<file path="src/mer_pkg.sv">
// shared types and constants of the midpoint ellipse rasterizer
// no dependencies; imported by the controller, the datapath and the top level
package mer_pkg;

   // default widths of the radius and centre fields
   localparam int RADIUS_BITS_DEF = 10;
   localparam int COORD_BITS_DEF  = 12;

   // request kinds carried on req_tuser
   localparam logic OP_START   = 1'b0;
   localparam logic OP_ADVANCE = 1'b1;

   // operand pairs of the shared multiplier
   typedef enum logic [3:0] {
      MUL_NONE,
      MUL_RX_RX,
      MUL_RY_RY,
      MUL_RX2_Y,
      MUL_TX_TX,
      MUL_YM_YM,
      MUL_TMP_RY2,
      MUL_TMP_RX2,
      MUL_RX2_RY2
   } mul_sel_type;

   // where the registered product goes
   typedef enum logic [2:0] {
      ACC_NONE,
      ACC_RX2,
      ACC_RY2,
      ACC_INIT,
      ACC_TMP,
      ACC_SW_SET,
      ACC_SW_ADD,
      ACC_SW_SUB
   } acc_op_type;

   // controller to datapath
   typedef struct packed {
      logic        load;
      mul_sel_type mul_sel;
      acc_op_type  acc_op;
      logic        pt_load;
      logic [1:0]  pt_idx;
      logic        step;
      logic        clr_active;
   } dp_cmd_type;

   // datapath to controller
   typedef struct packed {
      logic active;
      logic need_switch;
      logic done;
   } dp_status_type;

endpackage

</file>
<file path="src/mer_ctrl.sv">
// controller of the midpoint ellipse rasterizer: sequences start, region switch and emission
// depends on mer_pkg for the command and status structs
module mer_ctrl (
   input  logic                   clock,
   input  logic                   reset,
   input  logic                   req_tvalid,
   input  logic                   req_op,
   output logic                   req_tready,
   input  logic                   rsp_tready,
   output logic                   rsp_tvalid,
   input  mer_pkg::dp_status_type status,
   output mer_pkg::dp_cmd_type    cmd
);
   import mer_pkg::*;

   typedef enum logic [3:0] {
      ST_IDLE,
      ST_SQ_RX,
      ST_SQ_RY,
      ST_MUL_RY,
      ST_INIT,
      ST_W1,
      ST_W2,
      ST_W3,
      ST_W4,
      ST_W5,
      ST_W6,
      ST_PREP,
      ST_EMIT
   } state_type;

   localparam logic [1:0] IDX_LAST = 2'd3;

   state_type  state_ff, state_in;
   logic       ready_ff, ready_in;
   logic       valid_ff, valid_in;
   logic [1:0] idx_ff, idx_in;

   assign req_tready = ready_ff;
   assign rsp_tvalid = valid_ff;

   // next state and commands
   always_comb begin
      state_in       = state_ff;
      ready_in       = ready_ff;
      valid_in       = valid_ff;
      idx_in         = idx_ff;
      cmd            = '0;
      cmd.mul_sel    = MUL_NONE;
      cmd.acc_op     = ACC_NONE;
      unique case (state_ff)
         ST_IDLE: begin
            if (req_tvalid && ready_ff) begin
               if (req_op == OP_START) begin
                  cmd.load = 1'b1;
                  ready_in = 1'b0;
                  state_in = ST_SQ_RX;
               end else if (status.active) begin
                  ready_in = 1'b0;
                  state_in = status.need_switch ? ST_W1 : ST_PREP;
               end
            end
         end
         ST_SQ_RX: begin
            cmd.mul_sel = MUL_RX_RX;
            state_in    = ST_SQ_RY;
         end
         ST_SQ_RY: begin
            cmd.acc_op  = ACC_RX2;
            cmd.mul_sel = MUL_RY_RY;
            state_in    = ST_MUL_RY;
         end
         ST_MUL_RY: begin
            cmd.acc_op  = ACC_RY2;
            cmd.mul_sel = MUL_RX2_Y;
            state_in    = ST_INIT;
         end
         ST_INIT: begin
            cmd.acc_op = ACC_INIT;
            ready_in   = 1'b1;
            state_in   = ST_IDLE;
         end
         // region two start value, one product a cycle
         ST_W1: begin
            cmd.mul_sel = MUL_TX_TX;
            state_in    = ST_W2;
         end
         ST_W2: begin
            cmd.acc_op  = ACC_TMP;
            cmd.mul_sel = MUL_YM_YM;
            state_in    = ST_W3;
         end
         ST_W3: begin
            cmd.acc_op  = ACC_TMP;
            cmd.mul_sel = MUL_TMP_RY2;
            state_in    = ST_W4;
         end
         ST_W4: begin
            cmd.acc_op  = ACC_SW_SET;
            cmd.mul_sel = MUL_TMP_RX2;
            state_in    = ST_W5;
         end
         ST_W5: begin
            cmd.acc_op  = ACC_SW_ADD;
            cmd.mul_sel = MUL_RX2_RY2;
            state_in    = ST_W6;
         end
         ST_W6: begin
            cmd.acc_op = ACC_SW_SUB;
            state_in   = ST_PREP;
         end
         ST_PREP: begin
            cmd.pt_load = 1'b1;
            cmd.pt_idx  = 2'd0;
            idx_in      = 2'd0;
            valid_in    = 1'b1;
            state_in    = ST_EMIT;
         end
         // four points, then step or finish
         ST_EMIT: begin
            if (rsp_tready) begin
               if (idx_ff == IDX_LAST) begin
                  cmd.step       = !status.done;
                  cmd.clr_active = status.done;
                  valid_in       = 1'b0;
                  ready_in       = 1'b1;
                  state_in       = ST_IDLE;
               end else begin
                  cmd.pt_load = 1'b1;
                  cmd.pt_idx  = idx_ff + 2'd1;
                  idx_in      = idx_ff + 2'd1;
               end
            end
         end
         default: begin
            state_in = ST_IDLE;
            ready_in = 1'b1;
            valid_in = 1'b0;
         end
      endcase
   end

   // state and registered handshake outputs
   always_ff @(posedge clock) begin
      if (reset) begin
         state_ff <= ST_IDLE;
         ready_ff <= 1'b1;
         valid_ff <= 1'b0;
         idx_ff   <= 2'd0;
      end else begin
         state_ff <= state_in;
         ready_ff <= ready_in;
         valid_ff <= valid_in;
         idx_ff   <= idx_in;
      end
   end

endmodule

</file>
<file path="src/mer_dpath.sv">
// datapath of the midpoint ellipse rasterizer: shared multiplier, decision, position, points
// depends on mer_pkg for the command and status structs and the operation codes
module mer_dpath #(
   parameter int RADIUS_BITS = mer_pkg::RADIUS_BITS_DEF,
   parameter int COORD_BITS  = mer_pkg::COORD_BITS_DEF
) (
   input  logic                      clock,
   input  logic                      reset,
   input  mer_pkg::dp_cmd_type       cmd,
   output mer_pkg::dp_status_type    status,
   input  logic [RADIUS_BITS-1:0]    ld_radius_x,
   input  logic [RADIUS_BITS-1:0]    ld_radius_y,
   input  logic [COORD_BITS-1:0]     ld_centre_x,
   input  logic [COORD_BITS-1:0]     ld_centre_y,
   output logic [COORD_BITS+1:0]     pt_x,
   output logic [COORD_BITS+1:0]     pt_y,
   output logic                      pt_last,
   output logic                      pt_done
);
   import mer_pkg::*;

   localparam int R        = RADIUS_BITS;
   localparam int C        = COORD_BITS;
   localparam int PT       = C + 2;
   localparam int OW       = R + 1;
   localparam int EW       = PT + OW;
   localparam int SQ       = 2 * R;
   localparam int MA       = 2 * R + 4;
   localparam int MB       = 2 * R;
   localparam int PROD     = MA + MB;
   localparam int DEC_BITS = (4 * R + 8 > 64) ? 64 : 4 * R + 8;
   localparam int EXT      = PROD + DEC_BITS;
   localparam int PXY      = 3 * R + 3;
   localparam logic [1:0] IDX_LAST = 2'd3;

   logic [R-1:0]        rx_ff, ry_ff;
   logic [C-1:0]        cx_ff, cy_ff;
   logic [SQ-1:0]       rx2_ff, ry2_ff;
   logic [OW-1:0]       x_ff, y_ff;
   logic [PXY-1:0]      px_ff, py_ff;
   logic [DEC_BITS-1:0] dec_ff;
   logic [MA-1:0]       tmp_ff;
   logic [PROD-1:0]     prod_ff;
   logic                in_r2_ff, active_ff;
   logic [PT-1:0]       pt_x_ff, pt_y_ff;
   logic                pt_last_ff, pt_done_ff;

   logic [MA-1:0]       mul_a;
   logic [MB-1:0]       mul_b;
   logic [R+1:0]        tx1;
   logic [OW-1:0]       ym1;
   logic [EXT-1:0]      prod_ext;
   logic [DEC_BITS-1:0] prod_dec;
   logic [PXY-1:0]      px_inc, py_dec;
   logic [DEC_BITS-1:0] px4, py4, rx2_4, ry2_4, delta;
   logic                dec_neg, dec_pos, x_step, y_step;
   logic                mx, my;

   // centre plus or minus offset, wrapped to the point width
   function automatic logic [PT-1:0] point_of(input logic [C-1:0] centre,
                                              input logic [OW-1:0] offset,
                                              input logic minus);
      logic [EW-1:0] ce;
      logic [EW-1:0] oe;
      logic [EW-1:0] v;
      ce = EW'(centre);
      oe = EW'(offset);
      v  = minus ? (ce - oe) : (ce + oe);
      return v[PT-1:0];
   endfunction

   // status toward the controller
   assign status.active      = active_ff;
   assign status.need_switch = !in_r2_ff && !(px_ff < py_ff);
   assign status.done        = in_r2_ff && (y_ff == '0);

   assign pt_x    = pt_x_ff;
   assign pt_y    = pt_y_ff;
   assign pt_last = pt_last_ff;
   assign pt_done = pt_done_ff;

   // multiplier operand selection
   assign tx1 = {x_ff, 1'b1};
   assign ym1 = (y_ff == '0) ? OW'(1) : (y_ff - OW'(1));

   always_comb begin
      unique case (cmd.mul_sel)
         MUL_RX_RX: begin
            mul_a = MA'(rx_ff);
            mul_b = MB'(rx_ff);
         end
         MUL_RY_RY: begin
            mul_a = MA'(ry_ff);
            mul_b = MB'(ry_ff);
         end
         MUL_RX2_Y: begin
            mul_a = MA'(rx2_ff);
            mul_b = MB'(y_ff);
         end
         MUL_TX_TX: begin
            mul_a = MA'(tx1);
            mul_b = MB'(tx1);
         end
         MUL_YM_YM: begin
            mul_a = MA'(ym1);
            mul_b = MB'(ym1);
         end
         MUL_TMP_RY2: begin
            mul_a = tmp_ff;
            mul_b = ry2_ff;
         end
         MUL_TMP_RX2: begin
            mul_a = tmp_ff;
            mul_b = rx2_ff;
         end
         MUL_RX2_RY2: begin
            mul_a = MA'(rx2_ff);
            mul_b = ry2_ff;
         end
         default: begin
            mul_a = '0;
            mul_b = '0;
         end
      endcase
   end

   // product wrapped to the decision width
   assign prod_ext = EXT'(prod_ff);
   assign prod_dec = prod_ext[DEC_BITS-1:0];

   // incremental terms of one step
   assign px_inc  = px_ff + PXY'({ry2_ff, 1'b0});
   assign py_dec  = py_ff - PXY'({rx2_ff, 1'b0});
   assign px4     = DEC_BITS'(px_inc) << 2;
   assign py4     = DEC_BITS'(py_dec) << 2;
   assign rx2_4   = DEC_BITS'(rx2_ff) << 2;
   assign ry2_4   = DEC_BITS'(ry2_ff) << 2;
   assign dec_neg = dec_ff[DEC_BITS-1];
   assign dec_pos = !dec_neg && (dec_ff != '0);

   always_comb begin
      unique case ({in_r2_ff, in_r2_ff ? dec_pos : dec_neg})
         2'b00: begin
            x_step = 1'b1;
            y_step = 1'b1;
            delta  = px4 - py4 + ry2_4;
         end
         2'b01: begin
            x_step = 1'b1;
            y_step = 1'b0;
            delta  = px4 + ry2_4;
         end
         2'b11: begin
            x_step = 1'b0;
            y_step = 1'b1;
            delta  = rx2_4 - py4;
         end
         default: begin
            x_step = 1'b1;
            y_step = 1'b1;
            delta  = px4 - py4 + rx2_4;
         end
      endcase
   end

   // symmetric point select
   assign mx = (cmd.pt_idx == 2'd2) || (cmd.pt_idx == IDX_LAST);
   assign my = (cmd.pt_idx == 2'd1) || (cmd.pt_idx == 2'd2);

   // control flags
   always_ff @(posedge clock) begin
      if (reset) begin
         active_ff <= 1'b0;
         in_r2_ff  <= 1'b0;
      end else begin
         if (cmd.load) begin
            active_ff <= 1'b1;
            in_r2_ff  <= 1'b0;
         end else begin
            if (cmd.clr_active) begin
               active_ff <= 1'b0;
            end
            if (cmd.acc_op == ACC_SW_SUB) begin
               in_r2_ff <= 1'b1;
            end
         end
      end
   end

   // payload registers
   always_ff @(posedge clock) begin
      prod_ff <= PROD'(mul_a * mul_b);
      if (cmd.load) begin
         rx_ff <= ld_radius_x;
         ry_ff <= ld_radius_y;
         cx_ff <= ld_centre_x;
         cy_ff <= ld_centre_y;
         x_ff  <= '0;
         y_ff  <= OW'(ld_radius_y);
         px_ff <= '0;
      end
      unique case (cmd.acc_op)
         ACC_RX2:    rx2_ff <= prod_ff[SQ-1:0];
         ACC_RY2:    ry2_ff <= prod_ff[SQ-1:0];
         ACC_INIT: begin
            dec_ff <= ry2_4 + DEC_BITS'(rx2_ff) - (prod_dec << 2);
            py_ff  <= PXY'({prod_ff, 1'b0});
         end
         ACC_TMP:    tmp_ff <= prod_ff[MA-1:0];
         ACC_SW_SET: dec_ff <= prod_dec;
         ACC_SW_ADD: dec_ff <= dec_ff + (prod_dec << 2);
         ACC_SW_SUB: dec_ff <= dec_ff - (prod_dec << 2);
         default: begin
         end
      endcase
      // one rasterizer step after the last point of a request
      if (cmd.step) begin
         dec_ff <= dec_ff + delta;
         if (x_step) begin
            x_ff  <= x_ff + OW'(1);
            px_ff <= px_inc;
         end
         if (y_step) begin
            y_ff  <= y_ff - OW'(1);
            py_ff <= py_dec;
         end
      end
      // output point register
      if (cmd.pt_load) begin
         pt_x_ff    <= point_of(cx_ff, x_ff, mx);
         pt_y_ff    <= point_of(cy_ff, y_ff, my);
         pt_last_ff <= (cmd.pt_idx == IDX_LAST);
         pt_done_ff <= in_r2_ff && (y_ff == '0);
      end
   end

endmodule

</file>
<file path="src/midpoint_ellipse_rasterizer_core.sv">
// top level of the midpoint ellipse rasterizer: stream ports, controller and datapath
// depends on mer_pkg, mer_ctrl and mer_dpath
//
//   channel   direction  handshake              contents
//   req       in         req_tvalid/req_tready  tuser: operation; tdata: radii, centre
//   rsp       out        rsp_tvalid/rsp_tready  tdata: point x, y; tlast: last of step;
//                                               tuser: done
//
// a start request runs three multiplier passes and the seed and gives no points
// an advance request with a ready consumer runs accept, point load, four points
// the first advance in region two also runs the multiplier passes of its start value
// the multiplier is shared and points leave one per cycle unless rsp stalls, which hold the point
// reset is synchronous and clears the controller and the active and region flags
module midpoint_ellipse_rasterizer_core #(
   parameter int RADIUS_BITS = mer_pkg::RADIUS_BITS_DEF,
   parameter int COORD_BITS  = mer_pkg::COORD_BITS_DEF
) (
   input  logic clock,
   input  logic reset,
   input  logic req_tvalid,
   output logic req_tready,
   // radius_x, radius_y, centre_x, centre_y from bit 0 up, zero padded to bytes
   input  logic [((2 * RADIUS_BITS + 2 * COORD_BITS + 7) / 8) * 8 - 1:0] req_tdata,
   // operation
   input  logic [0:0] req_tuser,
   output logic rsp_tvalid,
   input  logic rsp_tready,
   // point_x, point_y from bit 0 up, zero padded to bytes
   output logic [((2 * (COORD_BITS + 2) + 7) / 8) * 8 - 1:0] rsp_tdata,
   output logic rsp_tlast,
   // done_res
   output logic [0:0] rsp_tuser
);
   import mer_pkg::*;

   localparam int R        = RADIUS_BITS;
   localparam int C        = COORD_BITS;
   localparam int PT       = C + 2;
   localparam int RSP_BITS = ((2 * PT + 7) / 8) * 8;

   dp_cmd_type    cmd;
   dp_status_type status;
   logic [PT-1:0] pt_x, pt_y;
   logic          pt_last, pt_done;

   mer_ctrl u_ctrl (
      .clock      (clock),
      .reset      (reset),
      .req_tvalid (req_tvalid),
      .req_op     (req_tuser[0]),
      .req_tready (req_tready),
      .rsp_tready (rsp_tready),
      .rsp_tvalid (rsp_tvalid),
      .status     (status),
      .cmd        (cmd)
   );

   mer_dpath #(
      .RADIUS_BITS (RADIUS_BITS),
      .COORD_BITS  (COORD_BITS)
   ) u_dpath (
      .clock       (clock),
      .reset       (reset),
      .cmd         (cmd),
      .status      (status),
      .ld_radius_x (req_tdata[R-1:0]),
      .ld_radius_y (req_tdata[2*R-1:R]),
      .ld_centre_x (req_tdata[2*R+C-1:2*R]),
      .ld_centre_y (req_tdata[2*R+2*C-1:2*R+C]),
      .pt_x        (pt_x),
      .pt_y        (pt_y),
      .pt_last     (pt_last),
      .pt_done     (pt_done)
   );

   assign rsp_tdata    = RSP_BITS'({pt_y, pt_x});
   assign rsp_tlast    = pt_last;
   assign rsp_tuser[0] = pt_done;

   // no request is taken while points are pending
   a_no_overlap: assert property (@(posedge clock) disable iff (reset)
      !(rsp_tvalid && req_tready))
      else $error("request accepted while points pending");

   // the position steps only on the accepted fourth point
   a_step_on_last: assert property (@(posedge clock) disable iff (reset)
      cmd.step |-> (rsp_tvalid && rsp_tready && rsp_tlast))
      else $error("step without final point handshake");

   // points of one step follow without a gap
   a_points_contiguous: assert property (@(posedge clock) disable iff (reset)
      (rsp_tvalid && rsp_tready && !rsp_tlast) |=> rsp_tvalid)
      else $error("gap inside a step");

   // a new ellipse loads only from an accepted start request
   a_load_on_start: assert property (@(posedge clock) disable iff (reset)
      cmd.load |-> (req_tvalid && req_tready && (req_tuser[0] == OP_START)))
      else $error("load without start request");

endmodule

</file>
<file path="config.mk">
export PLATFORM = sky130hd
export DESIGN_NAME = midpoint_ellipse_rasterizer_core
export DESIGN_NICKNAME = d
export VERILOG_FILES = /design/src/mer_pkg.sv /design/src/mer_ctrl.sv /design/src/mer_dpath.sv /design/src/midpoint_ellipse_rasterizer_core.sv
export SDC_FILE = /design/constraint.sdc
export NUM_CORES = 2
export LEC_CHECK = 0
export ABC_CLOCK_PERIOD_IN_PS = 13700
export BUFFER_PORTS_ARGS = -buffer_cell sky130_fd_sc_hd__buf_2
export CORE_MARGIN = 2
export CORE_UTILIZATION = 52
export CTS_BUF_LIST = sky130_fd_sc_hd__clkbuf_4 sky130_fd_sc_hd__clkbuf_8
export DETAILED_ROUTE_END_ITERATION = 16
export PLACE_DENSITY_LB_ADDON = 0.15
export SETUP_SLACK_MARGIN = 0.3
export SYNTH_ARGS = -nofsm -noshare
export SYNTH_HDL_FRONTEND = slang
export SYNTH_HIERARCHICAL = 1
export SYNTH_SLANG_ARGS = --single-unit
export TNS_END_PERCENT = 1
</file>
<file path="constraint.sdc">
create_clock -name clock -period 13.7 [get_ports clock]
set_input_delay 2.74 -clock clock [delete_from_list [all_inputs] [get_ports clock]]
set_output_delay 2.74 -clock clock [all_outputs]
set_load 0.05 [all_outputs]
</file>
# ---- Yosys cells after proc, flatten, opt, wreduce, memory -nomap -nowiden
# Index checks and enable logic that the tools add are counted.
# Widths: inputs -> output; s select.
dict set report word_totals {
  romBits 0
  ramBits 0
  mem_count 0
  regBits 328
  latchBits 0
  elab_cells 164
  in_bits 53
  output_inout_bits 36
}
dict set report op_classes {
  n_div 0
  n_reduce_logical 28
  eq_ne 38
  multipliers 1
  n_mux 52
  order_cmp 1
  bitwise 2
  shifts 0
  add_sub_neg 19
}
# op n
set op_table {}
lappend op_table {{$mux 33} 6}
lappend op_table {{$pmux 48 s4} 1}
lappend op_table {{$pmux 24 s6} 1}
lappend op_table {{$pmux 48 s3} 1}
lappend op_table {{$pmux 20 s7} 1}
lappend op_table {{$add 48x22->48} 2}
lappend op_table {{$sub 48x46->48} 2}
lappend op_table {{$mux 11} 7}
lappend op_table {{$add 48x46->48} 1}
lappend op_table {{$add 48x48->48} 1}
lappend op_table {{$mux 48} 1}
lappend op_table {{$pmux 4 s12} 1}
lappend op_table {{$reduce_bool 48->1} 1}
lappend op_table {{$mul 24x20->44} 1}
lappend op_table {{$add 35x22->36} 1}
lappend op_table {{$sub 22x35->36} 1}
lappend op_table {{$sub 35x35->36} 1}
lappend op_table {{$add 33x21->33} 1}
lappend op_table {{$lt 33x33->1} 1}
lappend op_table {{$sub 33x21->33} 1}
lappend op_table {{$eq 4x3->1 const B} 8}
lappend op_table {{$pmux 4 s8} 1}
lappend op_table {{$mux 14} 2}
lappend op_table {{$add 12x11->13} 2}
lappend op_table {{40 further kinds} 95}

# ---- Logic depth before layout (Yosys ltp)
dict set report depth {
  word_depth 9
  depth_mapped 45
  depth_no_buf 45
}

# ---- Modules after synthesis
# Netlist, hierarchy kept.
# module area_per_inst_um2 cells_each seq_area_each_um2 instances
set by_module_without_submodules {}
lappend by_module_without_submodules {mer_dpath 47456.8 5652 8287.9 1}
lappend by_module_without_submodules {mer_ctrl 693.2 88 160.2 1}
lappend by_module_without_submodules {midpoint_ellipse_rasterizer_core 33.8 5 0.0 1}

# ---- Worst setup path after synthesis
# No wires, ideal clock.
dict set report synth_path {
  path_kind {register -> register}
  startpoint {reg u_ctrl.state_ff[2]}
  endpoint {reg u_dpath.prod_ff[43]}
  path_stages_with_launch 41
  arrival_ns 8.935
  setup_ns 0.128
  required_time_ns 13.572
  path_buffers 5
  slack_ns 4.637
  path_cell_list {dfxtp_1 -> clkbuf_1 -> buf_2 -> o21ai_0 -> o21ai_0 -> or3b_2 -> clkbuf_1 -> or2_2 -> clkbuf_1 -> o21ai_0 -> nand2b_1 -> clkbuf_1 -> nand2_1 -> fa_1 -> inv_1 -> fa_1 -> inv_1 -> fa_1 -> (+5 left out) -> fa_1 -> fa_1 -> ha_1 -> a21oi_1 -> o21ai_0 -> a21oi_1 -> nor2_1 -> a21oi_1 -> a31oi_1 -> a22oi_1 -> a21oi_1 -> nand4_1 -> nand4_1 -> nor3_1 -> o31ai_1 -> o211ai_1 -> a21oi_1 -> a31oi_1}
}
# element line_no
set synth_rtl {}
lappend synth_rtl {{start, declared} mer_ctrl.sv:34} ;# state_type state_ff, state_in;
lappend synth_rtl {{start signal, assigned} mer_ctrl.sv:151} ;# state_ff <= state_in;
lappend synth_rtl {{end signal, assigned} mer_dpath.sv:192} ;# prod_ff <= PROD'(mul_a * mul_b);
lappend synth_rtl {{end, declared} mer_dpath.sv:43} ;# logic [PROD-1:0] prod_ff;

==> impl_metrics.env <==
export IMPL_status="finished clean"
export IMPL_die_y_microns=308
export IMPL_worstSetupPathType="reg2reg"
export IMPL_timing_final_crit_share=0.848
export IMPL_dr_pass1_iters=6
export IMPL_grt_busiest_layer="met2"
export IMPL_fp_dieW_microns=308
export IMPL_period_needed_ns=11.62
export IMPL_io_pins=89
export IMPL_nets=6710
export IMPL_synth_async_reset_ratio=0
export IMPL_path_delay_family="adder cells"
export IMPL_grt_max_degree=60
export IMPL_grtUsageMet3=0.0466
export IMPL_critPathMostFrequentCell="fa_1"
export IMPL_required_ns=14.32
export IMPL_antenna_found_initial=4
export IMPL_yosysTopAreaCellShare=0.176
export IMPL_ys_flop_type="edfxtp_1"
export IMPL_setup_tns_ns=0
export IMPL_cpMaxStageDelayCell="and2_1"
export IMPL_seq_area_frac_synth=0.175
export IMPL_clockBufferDepth=3
export IMPL_synthTopCellsByArea="fa_1, ha_1, edfxtp_1"
export IMPL_dpl_hpwl_microns=118000
export IMPL_relSlewSlack=0.121
export IMPL_start_util=0.525
export IMPL_grt_overflow=0
export IMPL_area_delta_synth_final_pct=6.61
export IMPL_crit_cells=36
export IMPL_cts_resized=0
export IMPL_cts_setup_buffers=0
export IMPL_ff2ff_setup_slack_ns=2.08
export IMPL_reg2reg_depth=36
export IMPL_drt_iter0_drc=3632
export IMPL_yosys_area_top_type="fa_1"
export IMPL_clk_pin_slew_ns=0.07
export IMPL_cts_max_level=2
export IMPL_grt_pass1_vias=40155
export IMPL_drcViolationCount=0
export IMPL_hold_depth=2
export IMPL_powerDensity_nw_per_um2=233
export IMPL_synthCells=5745
export IMPL_die_area_sq_um=95100
export IMPL_coreArea_sq_um=91800
export IMPL_layout_common_cells="inv_1, nand2_1, nor2_1"
export IMPL_wl_per_cell_microns=21.0
export IMPL_critPathLaunchType="flip-flop"
export IMPL_ys_ff_latch=328
export IMPL_drive_gt1_frac=0.0683
export IMPL_cp_end_kind="flip-flop"
export IMPL_clk_latency_ns=0.72
export IMPL_grt_usage=0.311
export IMPL_setup_viol=0
export IMPL_cts_tree="yes"
export IMPL_gp_congestion=0.959
export IMPL_fill_cells=8585
export IMPL_rows=111
export IMPL_yosysWarnings=6
export IMPL_synth_edf_count=188
export IMPL_skew_ns=0.0385
export IMPL_ir_worst_vdd_mv=0.214
export IMPL_max_freq_ghz=0.0860
export IMPL_ctsRootBufferMaster="clkbuf_8"
export IMPL_hold_class="reg2reg"
export IMPL_worst_path_largest_cell_delay_ns=0.95
export IMPL_clkSinkCount=328
export IMPL_avgViaCountPerCell=5.96
export IMPL_port_buffers=80
export IMPL_power_mw=12.0
export IMPL_arrival_ns=12.24
export IMPL_crit_fanout=50
export IMPL_rsz0062_at_grt="no"
export IMPL_avgSynthCellArea_sq_um=8.39
export IMPL_grt_util_met1=0.415
export IMPL_tightestPinTransition_ns=1.31
export IMPL_use_met2=0.505
export IMPL_netlist_area_sq_um=48200
export IMPL_vias=41943
export IMPL_routed_wl_microns=148000
export IMPL_layout_commonest_cell="inv_1"
export IMPL_cp_num_buf_inv=6
export IMPL_drv_cap=0
export IMPL_cts_hold_buf=0
export IMPL_grt_pass1_wl_microns=230000
export IMPL_ant_nets=0
export IMPL_leakage_nw=23.8
export IMPL_drv_slew=0
export IMPL_synth_cell_type_count=117
export IMPL_cts_buffers=58
export IMPL_finalHoldViolCount=0
layer usage:
| layer | up-vias | routed length (microns) |
|---|---|---|
| met2 | 1594 | 66900 |
| met4 | 6 | 6640 |
| met1 | 20180 | 62400 |
| met3 | 342 | 11700 |
| li1 | 19821 | - |
| met5 | - | 34 |
metrics by stage:
| step | util | std cells | hold WS [ns] | cell area (sq um) | setup WS (ns) |
|---|---|---|---|---|---|
| floorplan | - | 5748 | 0.406 | 48200 | 4.64 |
| global placement | 0.544 | 6928 | 0.478 | 50000 | 2.52 |
| detailed placement | 0.544 | 6928 | 0.483 | 50000 | 2.43 |
| CTS | 0.560 | 7038 | 0.495 | 51400 | 2.28 |
| global route | 0.560 | 7039 | 0.512 | 51400 | 1.19 |
| finish | 0.560 | 7039 | 0.494 | 51400 | 2.08 |
layout make-up:
class / count / area (sq um) / share of cell area
inverters: 701 / 2630 / 0.0512
repair buffers: 159 / 993 / 0.0193
flip-flops and latches: 328 / 8450 / 0.164
multi-input cells: 4497 / 36300 / 0.707
diodes: 1 / 2.50 / 0.0000487
clock inverters: 21 / 269 / 0.00524
well taps: 1243 / 1560 / 0.0303
clock buffers: 89 / 1120 / 0.0219
state kept, by name, summed over array words and instances (netlist names):
register / flops
u_ctrl/idx_ff: 2
u_ctrl/req_tready: 1
u_dpath/py_ff: 33
u_ctrl/rsp_tvalid: 1
u_dpath/rx2_ff: 20
u_dpath/prod_ff: 44
u_dpath/pt_last: 1
u_dpath/tmp_ff: 24
u_dpath/y_ff: 11
u_dpath/pt_x: 14
u_dpath/ry2_ff: 20
u_dpath/ry_ff: 10
u_dpath/dec_ff: 48
u_dpath/pt_done: 1
u_dpath/rx_ff: 10
u_dpath/px_ff: 33
u_ctrl/state_ff: 4
u_dpath/cy_ff: 12
u_dpath/x_ff: 11
u_dpath/pt_y: 14
u_dpath/in_r2_ff: 1
u_dpath/active_ff: 1
u_dpath/cx_ff: 12
cell families (layout without fill, tap and decap cells):
logic type,after synthesis,after routing,share of synthesized area
simple gates,1694,1694,0.163
compound gates,1395,1395,0.193
fa+ha+maj,923,923,0.305
buf+inv,923,970,0.0728
xor+xnor,422,422,0.0771
flops,328,328,0.175
mux,59,59,0.0130
other cells,1,5,0.0000778
power breakdown:
part / switching, mW / internal (mW)
clock: 0.466 / 0.640
sequential: 0.253 / 1.26
combinational: 5.48 / 3.86
total: 6.20 / 5.76
Yosys cell counts, types with 31 or more instances:
master,n
a211oi_1,32
a21o_1,158
a21oi_1,379
a222oi_1,40
a31oi_1,48
and2_1,34
and3_1,39
clkbuf_1,191
dfxtp_1,140
edfxtp_1,188
fa_1,423
ha_1,489
inv_1,697
mux2i_1,31
nand2_1,573
nand2b_1,75
nand3_1,91
nand4_1,44
nor2_1,505
nor2b_1,57
nor3_1,94
o21a_1,39
o21ai_0,297
o21bai_1,60
o31ai_1,35
or3_1,53
xnor2_1,279
xor2_1,141
worst reg2reg max path, delay by kind of cell, from the launching register on:
kind	cells	cell delay, ns
AOI/OAI and AO/OA	14	3.45
buffers and inverters	6	0.72
DFF	1	0.73
and+or+nand+nor	8	2.75
adders and majority gates	8	3.87
final timing paths:
check	startpoint	to
setup / recovery	u_ctrl/state_ff[2]	u_dpath/prod_ff[43]
hold / removal	u_ctrl/idx_ff[1]	u_ctrl/idx_ff[1]
setup reg to reg	u_ctrl/state_ff[2]	u_dpath/prod_ff[43]
hold reg to reg	u_ctrl/idx_ff[1]	u_ctrl/idx_ff[1]
Note: power is estimated with default switching activity, not from simulation.
